--- src/sv/rav_pkg.sv ---
// ----------------------------------------------------------------------------
// rav_pkg
// Shared types and constants of the running average filter.
// ----------------------------------------------------------------------------
package rav_pkg;

    // Width of the window size register and of the sample count.
    localparam int WIN_W        = 6;
    // Width of the configuration register index.
    localparam int CFG_IDX_W    = 2;
    // Width of the configuration write data (widest register).
    localparam int CFG_DATA_W   = WIN_W;
    // Window size after reset.
    localparam int WINDOW_RESET = 20;

    // Configuration register indexes.
    localparam logic [CFG_IDX_W-1:0] REG_WINDOW_SIZE   = CFG_IDX_W'(0);
    localparam logic [CFG_IDX_W-1:0] REG_FILTER_ENABLE = CFG_IDX_W'(1);

    // Sequencer states.
    typedef enum logic [2:0] {
        S_IDLE,
        S_READ,
        S_UPDATE,
        S_DIV,
        S_DONE
    } t_state;

endpackage

--- src/sv/rav_ifs.sv ---
// ----------------------------------------------------------------------------
// rav_ifs
// Handshake channels of the running average filter: sample in, average out,
// configuration writes.
// ----------------------------------------------------------------------------
interface rav_sample_if #(
    parameter int SAMPLE_BITS = 16
);
    logic                   valid;
    logic                   ready;
    logic [SAMPLE_BITS-1:0] sample;

    modport source (output valid, output sample, input ready);
    modport sink   (input valid, input sample, output ready);
endinterface

interface rav_average_if #(
    parameter int SAMPLE_BITS = 16
);
    logic                   valid;
    logic                   ready;
    logic [SAMPLE_BITS-1:0] average;

    modport source (output valid, output average, input ready);
    modport sink   (input valid, input average, output ready);
endinterface

interface rav_cfg_if
    import rav_pkg::*;
();
    logic                  valid;
    logic                  ready;
    logic [CFG_IDX_W-1:0]  index;
    logic [CFG_DATA_W-1:0] data;

    modport source (output valid, output index, output data, input ready);
    modport sink   (input valid, input index, input data, output ready);
endinterface

--- src/sv/rav_ram.sv ---
// ----------------------------------------------------------------------------
// rav_ram
// Generic single-port-write, single-port-read RAM with registered read data.
// ----------------------------------------------------------------------------
module rav_ram #(
    parameter int WIDTH = 16,
    parameter int DEPTH = 32
) (
    input  logic                                  i_clk,
    input  logic                                  i_we,
    input  logic [((DEPTH > 1) ? $clog2(DEPTH) : 1)-1:0] i_waddr,
    input  logic [WIDTH-1:0]                      i_wdata,
    input  logic [((DEPTH > 1) ? $clog2(DEPTH) : 1)-1:0] i_raddr,
    output logic [WIDTH-1:0]                      o_rdata
);

    logic [WIDTH-1:0] r_mem [DEPTH];

    always_ff @(posedge i_clk) begin
        if (i_we) begin
            r_mem[i_waddr] <= i_wdata;
        end
        o_rdata <= r_mem[i_raddr];
    end

endmodule

--- src/sv/running_average_filter.sv ---
// Flow: an accepted sample passes through READ, UPDATE, DIV and DONE before its
//   average is loaded; a bypassed sample goes from IDLE straight to DONE.
// A new sample is taken only in IDLE, once the last average is in the output word;
//   the restoring divider retires one quotient bit per cycle over the sum.
// Reset: synchronous, active low; window size 20, filter enabled, history empty.
// ----------------------------------------------------------------------------
// running_average_filter
// Moving average over the most recent window_size samples, kept in a circular
// sample RAM with a running sum and divided by the samples seen so far.
// ----------------------------------------------------------------------------
module running_average_filter
    import rav_pkg::*;
#(
    parameter int MAX_WINDOW  = 32,
    parameter int SAMPLE_BITS = 16
) (
    input  logic           i_clk,
    input  logic           i_rst_n,
    rav_sample_if.sink     i_sample_ch,
    rav_average_if.source  o_average_ch,
    rav_cfg_if.sink        i_cfg_ch
);

    // Sizes derived from the parameters.
    localparam int IDX_W   = (MAX_WINDOW > 1) ? $clog2(MAX_WINDOW) : 1;
    // Largest window the 6-bit register can reach within the store.
    localparam int WIN_CAP = (MAX_WINDOW > 63) ? 63 : MAX_WINDOW;
    // The sum holds at most 63 full-scale samples.
    localparam int SUM_W   = SAMPLE_BITS + WIN_W;
    localparam int CNT_W   = $clog2(SUM_W);

    // ------------------------------------------------------------------
    // Registers
    // ------------------------------------------------------------------
    t_state                 r_state, n_state;
    logic [WIN_W-1:0]       r_window_size;
    logic                   r_filter_enable;
    logic [SUM_W-1:0]       r_sum, n_sum;
    logic [IDX_W-1:0]       r_idx, n_idx;
    logic [WIN_W-1:0]       r_seen, n_seen;
    logic [SAMPLE_BITS-1:0] r_sample;
    logic [SUM_W-1:0]       r_dvd;          // dividend, quotient shifts in at the bottom
    logic [WIN_W-1:0]       r_rem;
    logic [CNT_W-1:0]       r_cnt;
    logic                   r_out_valid;
    logic [SAMPLE_BITS-1:0] r_out_avg;

    // Sequencer outputs.
    logic                   w_in_ready;
    logic                   w_ram_we;
    logic                   w_out_load;

    logic                   w_in_acc;
    logic                   w_cfg_acc;
    logic [WIN_W-1:0]       w_win;
    logic [SAMPLE_BITS-1:0] w_old_raw;
    logic [SAMPLE_BITS-1:0] w_old;
    logic [IDX_W:0]         w_idx_inc;

    // Divider step.
    logic [WIN_W:0]         w_trial;
    logic                   w_ge;
    logic [WIN_W:0]         w_diff;

    assign w_in_acc  = i_sample_ch.valid && w_in_ready;
    assign w_cfg_acc = i_cfg_ch.valid && i_cfg_ch.ready;

    // Writes must arrive only while idle (the block does not enforce it); the port is always open.
    assign i_cfg_ch.ready       = 1'b1;
    assign i_sample_ch.ready    = w_in_ready;
    assign o_average_ch.valid   = r_out_valid;
    assign o_average_ch.average = r_out_avg;

    // Effective window: zero acts as one, saturate at the store depth.
    always_comb begin
        if (r_window_size == '0) begin
            w_win = WIN_W'(1);
        end else if (int'(r_window_size) > WIN_CAP) begin
            w_win = WIN_W'(WIN_CAP);
        end else begin
            w_win = r_window_size;
        end
    end

    // ------------------------------------------------------------------
    // Sample store. The window only changes together with a history
    // clear, so writes fill entries 0..win-1 in order; the entry under
    // the write index holds a real sample only once the window is full.
    // ------------------------------------------------------------------
    rav_ram #(
        .WIDTH (SAMPLE_BITS),
        .DEPTH (MAX_WINDOW)
    ) u_store (
        .i_clk   (i_clk),
        .i_we    (w_ram_we),
        .i_waddr (r_idx),
        .i_wdata (r_sample),
        .i_raddr (r_idx),
        .o_rdata (w_old_raw)
    );

    assign w_old     = (r_seen == w_win) ? w_old_raw : '0;
    assign w_idx_inc = {1'b0, r_idx} + 1'b1;

    // Running sum, write index and count advance in the update cycle.
    always_comb begin
        n_sum  = r_sum;
        n_idx  = r_idx;
        n_seen = r_seen;
        if (r_state == S_UPDATE) begin
            n_sum = r_sum - SUM_W'(w_old) + SUM_W'(r_sample);
            if (w_idx_inc == (IDX_W + 1)'(w_win)) begin
                n_idx = '0;
            end else begin
                n_idx = w_idx_inc[IDX_W-1:0];
            end
            if (r_seen < w_win) begin
                n_seen = r_seen + 1'b1;
            end
        end
    end

    // One restoring step: compare the shifted remainder with the count.
    assign w_trial = {r_rem, r_dvd[SUM_W-1]};
    assign w_ge    = (w_trial >= {1'b0, r_seen});
    assign w_diff  = w_trial - {1'b0, r_seen};

    // ------------------------------------------------------------------
    // Sequencer: next state
    // ------------------------------------------------------------------
    always_comb begin
        n_state = r_state;
        unique case (r_state)
            S_IDLE: begin
                if (w_in_acc) begin
                    n_state = r_filter_enable ? S_READ : S_DONE;
                end
            end
            S_READ:   n_state = S_UPDATE;
            S_UPDATE: n_state = S_DIV;
            S_DIV: begin
                if (r_cnt == '0) begin
                    n_state = S_DONE;
                end
            end
            S_DONE: begin
                if (w_out_load) begin
                    n_state = S_IDLE;
                end
            end
            default:  n_state = S_IDLE;
        endcase
    end

    // ------------------------------------------------------------------
    // Sequencer: outputs
    // ------------------------------------------------------------------
    always_comb begin
        w_in_ready = 1'b0;
        w_ram_we   = 1'b0;
        w_out_load = 1'b0;
        unique case (r_state)
            S_IDLE:   w_in_ready = 1'b1;
            S_UPDATE: w_ram_we   = 1'b1;
            // Hand the average over once the output word is free.
            S_DONE:   w_out_load = !r_out_valid || o_average_ch.ready;
            default: begin
                w_in_ready = 1'b0;
            end
        endcase
    end

    // ------------------------------------------------------------------
    // Control and filter state
    // ------------------------------------------------------------------
    always_ff @(posedge i_clk) begin
        if (!i_rst_n) begin
            r_state         <= S_IDLE;
            r_window_size   <= WIN_W'(WINDOW_RESET);
            r_filter_enable <= 1'b1;
            r_sum           <= '0;
            r_idx           <= '0;
            r_seen          <= '0;
            r_out_valid     <= 1'b0;
        end else begin
            r_state <= n_state;
            r_sum   <= n_sum;
            r_idx   <= n_idx;
            r_seen  <= n_seen;
            if (w_cfg_acc) begin
                if (i_cfg_ch.index == REG_WINDOW_SIZE) begin
                    // Drop all history; a zero count hides the old store.
                    r_window_size <= i_cfg_ch.data;
                    r_sum         <= '0;
                    r_idx         <= '0;
                    r_seen        <= '0;
                end else if (i_cfg_ch.index == REG_FILTER_ENABLE) begin
                    r_filter_enable <= i_cfg_ch.data[0];
                end
            end
            if (w_out_load) begin
                r_out_valid <= 1'b1;
            end else if (o_average_ch.ready) begin
                r_out_valid <= 1'b0;
            end
        end
    end

    // ------------------------------------------------------------------
    // Datapath: sample, divider, output word
    // ------------------------------------------------------------------
    always_ff @(posedge i_clk) begin
        if (w_in_acc) begin
            r_sample <= i_sample_ch.sample;
            // Bypass: park the sample where the quotient would end up.
            r_dvd    <= SUM_W'(i_sample_ch.sample);
        end
        if (r_state == S_UPDATE) begin
            r_dvd <= n_sum;
            r_rem <= '0;
            r_cnt <= CNT_W'(SUM_W - 1);
        end
        if (r_state == S_DIV) begin
            r_dvd <= {r_dvd[SUM_W-2:0], w_ge};
            r_rem <= w_ge ? w_diff[WIN_W-1:0] : w_trial[WIN_W-1:0];
            r_cnt <= r_cnt - 1'b1;
        end
        if (w_out_load) begin
            r_out_avg <= r_dvd[SAMPLE_BITS-1:0];
        end
    end

`ifndef SYNTHESIS
    // The count never runs past the window.
    a_seen_in_window: assert property (@(posedge i_clk) disable iff (!i_rst_n)
        r_seen <= w_win)
        else $error("sample count exceeds window");

    // The sum stays below the count shifted left by SAMPLE_BITS, and is zero when empty.
    a_sum_bounded: assert property (@(posedge i_clk) disable iff (!i_rst_n)
        (r_seen == '0) ? (r_sum == '0) : ((r_sum >> SAMPLE_BITS) < SUM_W'(r_seen)))
        else $error("running sum out of range");

    // A finished quotient always fits the output word.
    a_quot_fits: assert property (@(posedge i_clk) disable iff (!i_rst_n)
        (r_state == S_DONE) |-> ((r_dvd >> SAMPLE_BITS) == '0))
        else $error("average overflows output word");
`endif

endmodule

--- src/flat_wrapper.sv ---
// flat-port wrapper written by rule: the top's interface ports become plain ports
module running_average_filter_flat import rav_pkg::*;
#(
    parameter int MAX_WINDOW  = 32,
    parameter int SAMPLE_BITS = 16
)
  (i_clk, i_rst_n, i_sample_ch_valid, i_sample_ch_sample, i_sample_ch_ready, o_average_ch_valid, o_average_ch_average, o_average_ch_ready, i_cfg_ch_valid, i_cfg_ch_index, i_cfg_ch_data, i_cfg_ch_ready);
  rav_sample_if #(.SAMPLE_BITS(SAMPLE_BITS)) i_sample_ch_i ();
  rav_average_if #(.SAMPLE_BITS(SAMPLE_BITS)) o_average_ch_i ();
  rav_cfg_if i_cfg_ch_i ();
  input  logic i_clk;
  input  logic i_rst_n;
  input wire logic [$bits(i_sample_ch_i.valid)-1:0] i_sample_ch_valid;
  input wire logic [$bits(i_sample_ch_i.sample)-1:0] i_sample_ch_sample;
  output wire logic [$bits(i_sample_ch_i.ready)-1:0] i_sample_ch_ready;
  output wire logic [$bits(o_average_ch_i.valid)-1:0] o_average_ch_valid;
  output wire logic [$bits(o_average_ch_i.average)-1:0] o_average_ch_average;
  input wire logic [$bits(o_average_ch_i.ready)-1:0] o_average_ch_ready;
  input wire logic [$bits(i_cfg_ch_i.valid)-1:0] i_cfg_ch_valid;
  input wire logic [$bits(i_cfg_ch_i.index)-1:0] i_cfg_ch_index;
  input wire logic [$bits(i_cfg_ch_i.data)-1:0] i_cfg_ch_data;
  output wire logic [$bits(i_cfg_ch_i.ready)-1:0] i_cfg_ch_ready;
  assign i_sample_ch_i.valid = i_sample_ch_valid;
  assign i_sample_ch_i.sample = i_sample_ch_sample;
  assign i_sample_ch_ready = i_sample_ch_i.ready;
  assign o_average_ch_valid = o_average_ch_i.valid;
  assign o_average_ch_average = o_average_ch_i.average;
  assign o_average_ch_i.ready = o_average_ch_ready;
  assign i_cfg_ch_i.valid = i_cfg_ch_valid;
  assign i_cfg_ch_i.index = i_cfg_ch_index;
  assign i_cfg_ch_i.data = i_cfg_ch_data;
  assign i_cfg_ch_ready = i_cfg_ch_i.ready;
  running_average_filter #(.MAX_WINDOW(MAX_WINDOW), .SAMPLE_BITS(SAMPLE_BITS)) u_core (.i_clk(i_clk), .i_rst_n(i_rst_n), .i_sample_ch(i_sample_ch_i), .o_average_ch(o_average_ch_i), .i_cfg_ch(i_cfg_ch_i));
endmodule
--- config.mk ---
export PLATFORM = sky130hd
export DESIGN_NAME = running_average_filter_flat
export DESIGN_NICKNAME = d
export VERILOG_FILES = /design/src/sv/rav_pkg.sv /design/src/sv/rav_ifs.sv /design/src/sv/rav_ram.sv /design/src/sv/running_average_filter.sv /design/src/flat_wrapper.sv
export SDC_FILE = /design/constraint.sdc
export NUM_CORES = 1
export LEC_CHECK = 0
export ABC_CLOCK_PERIOD_IN_PS = 6550
export BUFFER_PORTS_ARGS = -buffer_cell sky130_fd_sc_hd__buf_2
export CORE_MARGIN = 2
export CORE_UTILIZATION = 68
export DETAILED_ROUTE_END_ITERATION = 8
export GPL_TIMING_DRIVEN = 0
export PLACE_DENSITY = 0.85
export SLEW_MARGIN = 25
export SYNTH_ARGS = -nofsm -noshare
export SYNTH_HDL_FRONTEND = slang
export SYNTH_HIERARCHICAL = 1
export SYNTH_SLANG_ARGS = --single-unit
export TNS_END_PERCENT = 20
--- constraint.sdc ---
create_clock -name i_clk -period 6.55 [get_ports i_clk]
set_input_delay 1.31 -clock i_clk [delete_from_list [all_inputs] [get_ports i_clk]]
set_output_delay 1.31 -clock i_clk [all_outputs]
set_load 0.02 [all_outputs]
==> results by group <==
Run status
  • Status: finished clean

Place
  • DP HPWL: 44.8 mm
  • Placed cell areas: 0.0287 sq mm
  • Global placer's final weighted congestion: 0.927
  • PortBufs: 46
  • Cells after DPL: 2464

Route
  • Residual DRC: 0
  • WL met1: 24.8 mm
  • Top layer in use: met5
  • Router iterations before antenna repair: 6
  • Wire length on met3: 5.82 mm
  • Vias: 16700
  • DRT iter0 DRCs: 1967
  • Post-route ant nets: 0
  • DR WL/cell: 25.6 um
  • DR vias/cell: 6.48
  • WL final: between 60 and 70 mm
  • Metal2 WL: 31.5 mm

Pwr
  • Sequential share of power: 0.461
  • P per Cell Area: between 300 and 400 mW/mm^2
  • VDD IR max: ~0.32 mV
  • Internal power: 7620 uW
  • Switching share of power: 0.284
  • Leak pwr: 0.0104 uW
  • Gate power share: 0.211
  • Switching power: 3020 uW
  • Clock network fraction of total power: 0.328

STA
  • Achievable Freq: a little over 200 MHz
  • Max Slew Vio Count: 0
  • Setup TNS: 0 ns
  • Slew of the pin with the lowest slew margin: around 0.96 ns
  • Crit share post-route: 0.755
  • RSZ-0062 raised after global routing: false
  • Clock skew: 0.0211 ns
  • Min Tclk post-route: 4.94 ns
  • Slew headroom: 0.356
  • Hold Vio Cnt, Final: 0
  • Finish-stage setup viols: 0

Final layout
  • Antenna cells: 0
  • Cell Count, Final, Fillers Out: about 2600
  • Nets: 2085
  • Area delta synth->final: 12.7%
  • Filler Cell Count: 2253
  • Final instance area: 0.0307 sq mm
  • Layout cell share with drive strength beyond 1: 0.143

Synthesis
  • Post-synth top area cell: edfxtp_1
  • Mapped Area: about 0.027 sq mm
  • Synth async-reset ratio: 0
  • Synth cell types: 72
  • Post-Syn Nets: 1947
  • Number of synthesized flops with an enable pin: about 580
  • Most frequent cell after synthesis: edfxtp_1
  • Top cell type's share of synthesized area: 0.635
  • Ys Warns: 6
  • Synth cell count leaders: edfxtp_1, mux2i_1, nand2_1
  • Register area share after synthesis: 0.679
  • Top FF cell, synth: edfxtp_1
  • Syn Inst Count: 1864
  • Yosys reg bits: between 600 and 700
  • Mean area per synthesized cell: 14.6 sq um
  • Largest cells by area after synthesis: edfxtp_1, mux2i_1, dfxtp_1

Clock network
  • Post-CTS sizing: 0
  • Htree depth: 2
  • CTS Buf Count: 59
  • # clock sinks: 637
  • Root buffer cell: clkbuf_16
  • Clk buf depth: 3
  • Post-CTS setup buffer count: 0
  • CTS tree: done
  • Worst-Skew Late Latency: between 0.6 and 0.7 ns
  • CTS clock-pin slew for the worst setup and hold paths: 0.06 ns
  • # hold bufs at CTS: 0

Die
  • Die area: 0.0417 sq mm
  • Die height: a little over 200 um
  • Cell Rows: 73
  • Die W: 204 um
  • Placeable core area: 0.0396 sq mm
  • I/O pins: 48
  • Initial core utilization: 0.688

GRT
  • Vias in the first global route: between 15000 and 20000
  • Gr usage total: 0.321
  • First-pass GRT wire length: 98.0 mm
  • Largest net degree at the start of global routing: 34
  • GR Overflow Total: 0
  • Initial antenna violation count: 1

Worst hold path
  • Hold Crit Class: reg2reg

Worst setup path
  • R2r setup slk: 1.61 ns
  • Crit end category: flop
  • Setup CP Type: reg2reg
  • Crit path DAT: 5.32 ns
  • Required time worst endpoint: 6.93 ns
  • Startpoint types: flop
  • Worst Path Max Fanout: 10

Job
  • Max-cap violations: 0
==> final timing paths <==
path                            from          endpoint  cells after the start
min reg2reg          u_core/r_sum[1]   u_core/r_sum[1]                      2
max          u_core/r_window_size[2]  u_core/r_dvd[21]                     19
max reg2reg  u_core/r_window_size[2]  u_core/r_dvd[21]                     19
min                  u_core/r_sum[1]   u_core/r_sum[1]                      2
==> through the flow <==
step / utilization / worst slack (ns) / power (uW) / hold slack (ns)
2_1_floorplan: - / 2.58 / 6430 / 0.418
3_3_place_gp: 0.711 / 1.84 / 7040 / 0.443
3_5_place_dp: 0.725 / 1.69 / 7160 / 0.441
4_1_cts: 0.775 / 1.65 / 10600 / 0.460
5_1_grt: 0.775 / 1.14 / 11000 / 0.476
6_report: 0.775 / 1.61 / 10600 / 0.458
==> per-layer routing <==
metal | vias to the layer above | track usage
li1 | 7295 | -
met1 | 8286 | 0.429
met2 | 943 | 0.515
met3 | 166 | 0.0558
met4 | 2 | 0.161
met5 | - | 0
==> placed cells by master, fill, tap and decap left out, types with 20 or more instances in the layout <==
cell       synthesis  routed
edfxtp_1         577     577
mux2i_1          273     273
nand2_1          116     116
inv_1             89      89
buf_2             32      78
a21oi_1           78      78
a22oi_1           65      65
nand3_1           62      62
clkbuf_16          0      61
dfxtp_1           60      60
nor2_1            75      43
ha_1              37      37
clkbuf_1          22      35
a22o_1            33      33
o21ai_0           32      32
nor2_2             0      32
nand4_1           29      29
nor3_1            29      29
buf_8              6      25
a31oi_1           23      23
buf_4             20      20
==> logic make-up (layout without fill, tap and decap cells) <==
| logic type | count (synthesis) | in the layout | synth area share |
|---|---|---|---|
| mux | 274 | 274 | 0.101 |
| fa+ha+maj | 54 | 54 | 0.0294 |
| other cells | 1 | 1 | 0.000137 |
| buf+inv | 188 | 373 | 0.0376 |
| simple gates | 383 | 383 | 0.0674 |
| flops | 637 | 637 | 0.679 |
| compound gates | 295 | 295 | 0.0746 |
| xor+xnor | 32 | 32 | 0.0111 |
==> power groups by stage <==
stage	clock network, uW	registers, uW	logic, uW
4_1_cts	3510	4910	2190
5_1_grt	3660	4920	2410
6_report	3490	4900	2250
2_1_floorplan	0	4940	1490
3_3_place_gp	0	5060	1980
3_5_place_dp	0	4990	2170
==> state kept, by name, summed over array words and instances (netlist names), named ones only <==
register	cells
u_core/r_window_size	6
u_core/r_filter_enable	1
u_core/r_cnt	5
u_core/r_sum	18
u_core/r_rem	6
u_core/r_dvd	22
u_core/r_idx	5
u_core/o_average_ch.valid	1
u_core/u_store/r_mem	512
u_core/r_sample	16
u_core/u_store/o_rdata	16
u_core/o_average_ch.average	16
u_core/r_state	3
u_core/r_seen	6
==> worst max-delay path, cell delays in order (launching register included) <==
cell      delay, ns
dfxtp_1        0.44
nor4_1         0.08
o21ai_0        0.33
inv_1          0.10
ha_1           0.29
nand3_1        0.06
nor2_1         0.42
clkbuf_1       0.33
and2_1         0.20
fa_1           0.42
inv_1          0.07
ha_1           0.21
buf_2          0.17
a21oi_1        0.39
nor2_1         0.11
a211oi_2       0.27
a21oi_2        0.15
o21ai_1        0.20
xnor3_1        0.25
a22o_1         0.19
==> area by class of cell <==
| type | count | area, sq um | area share |
|---|---|---|---|
| multi-input cells | 1039 | 7810 | 0.254 |
| inverters | 90 | 338 | 0.0110 |
| clock buffers | 77 | 1620 | 0.0526 |
| clock inverters | 31 | 352 | 0.0114 |
| well taps | 525 | 657 | 0.0214 |
| repair buffers | 77 | 748 | 0.0243 |
| plain buffers | 98 | 687 | 0.0223 |
| flip-flops and latches | 637 | 18500 | 0.603 |
(Power assumes the default switching activity.)
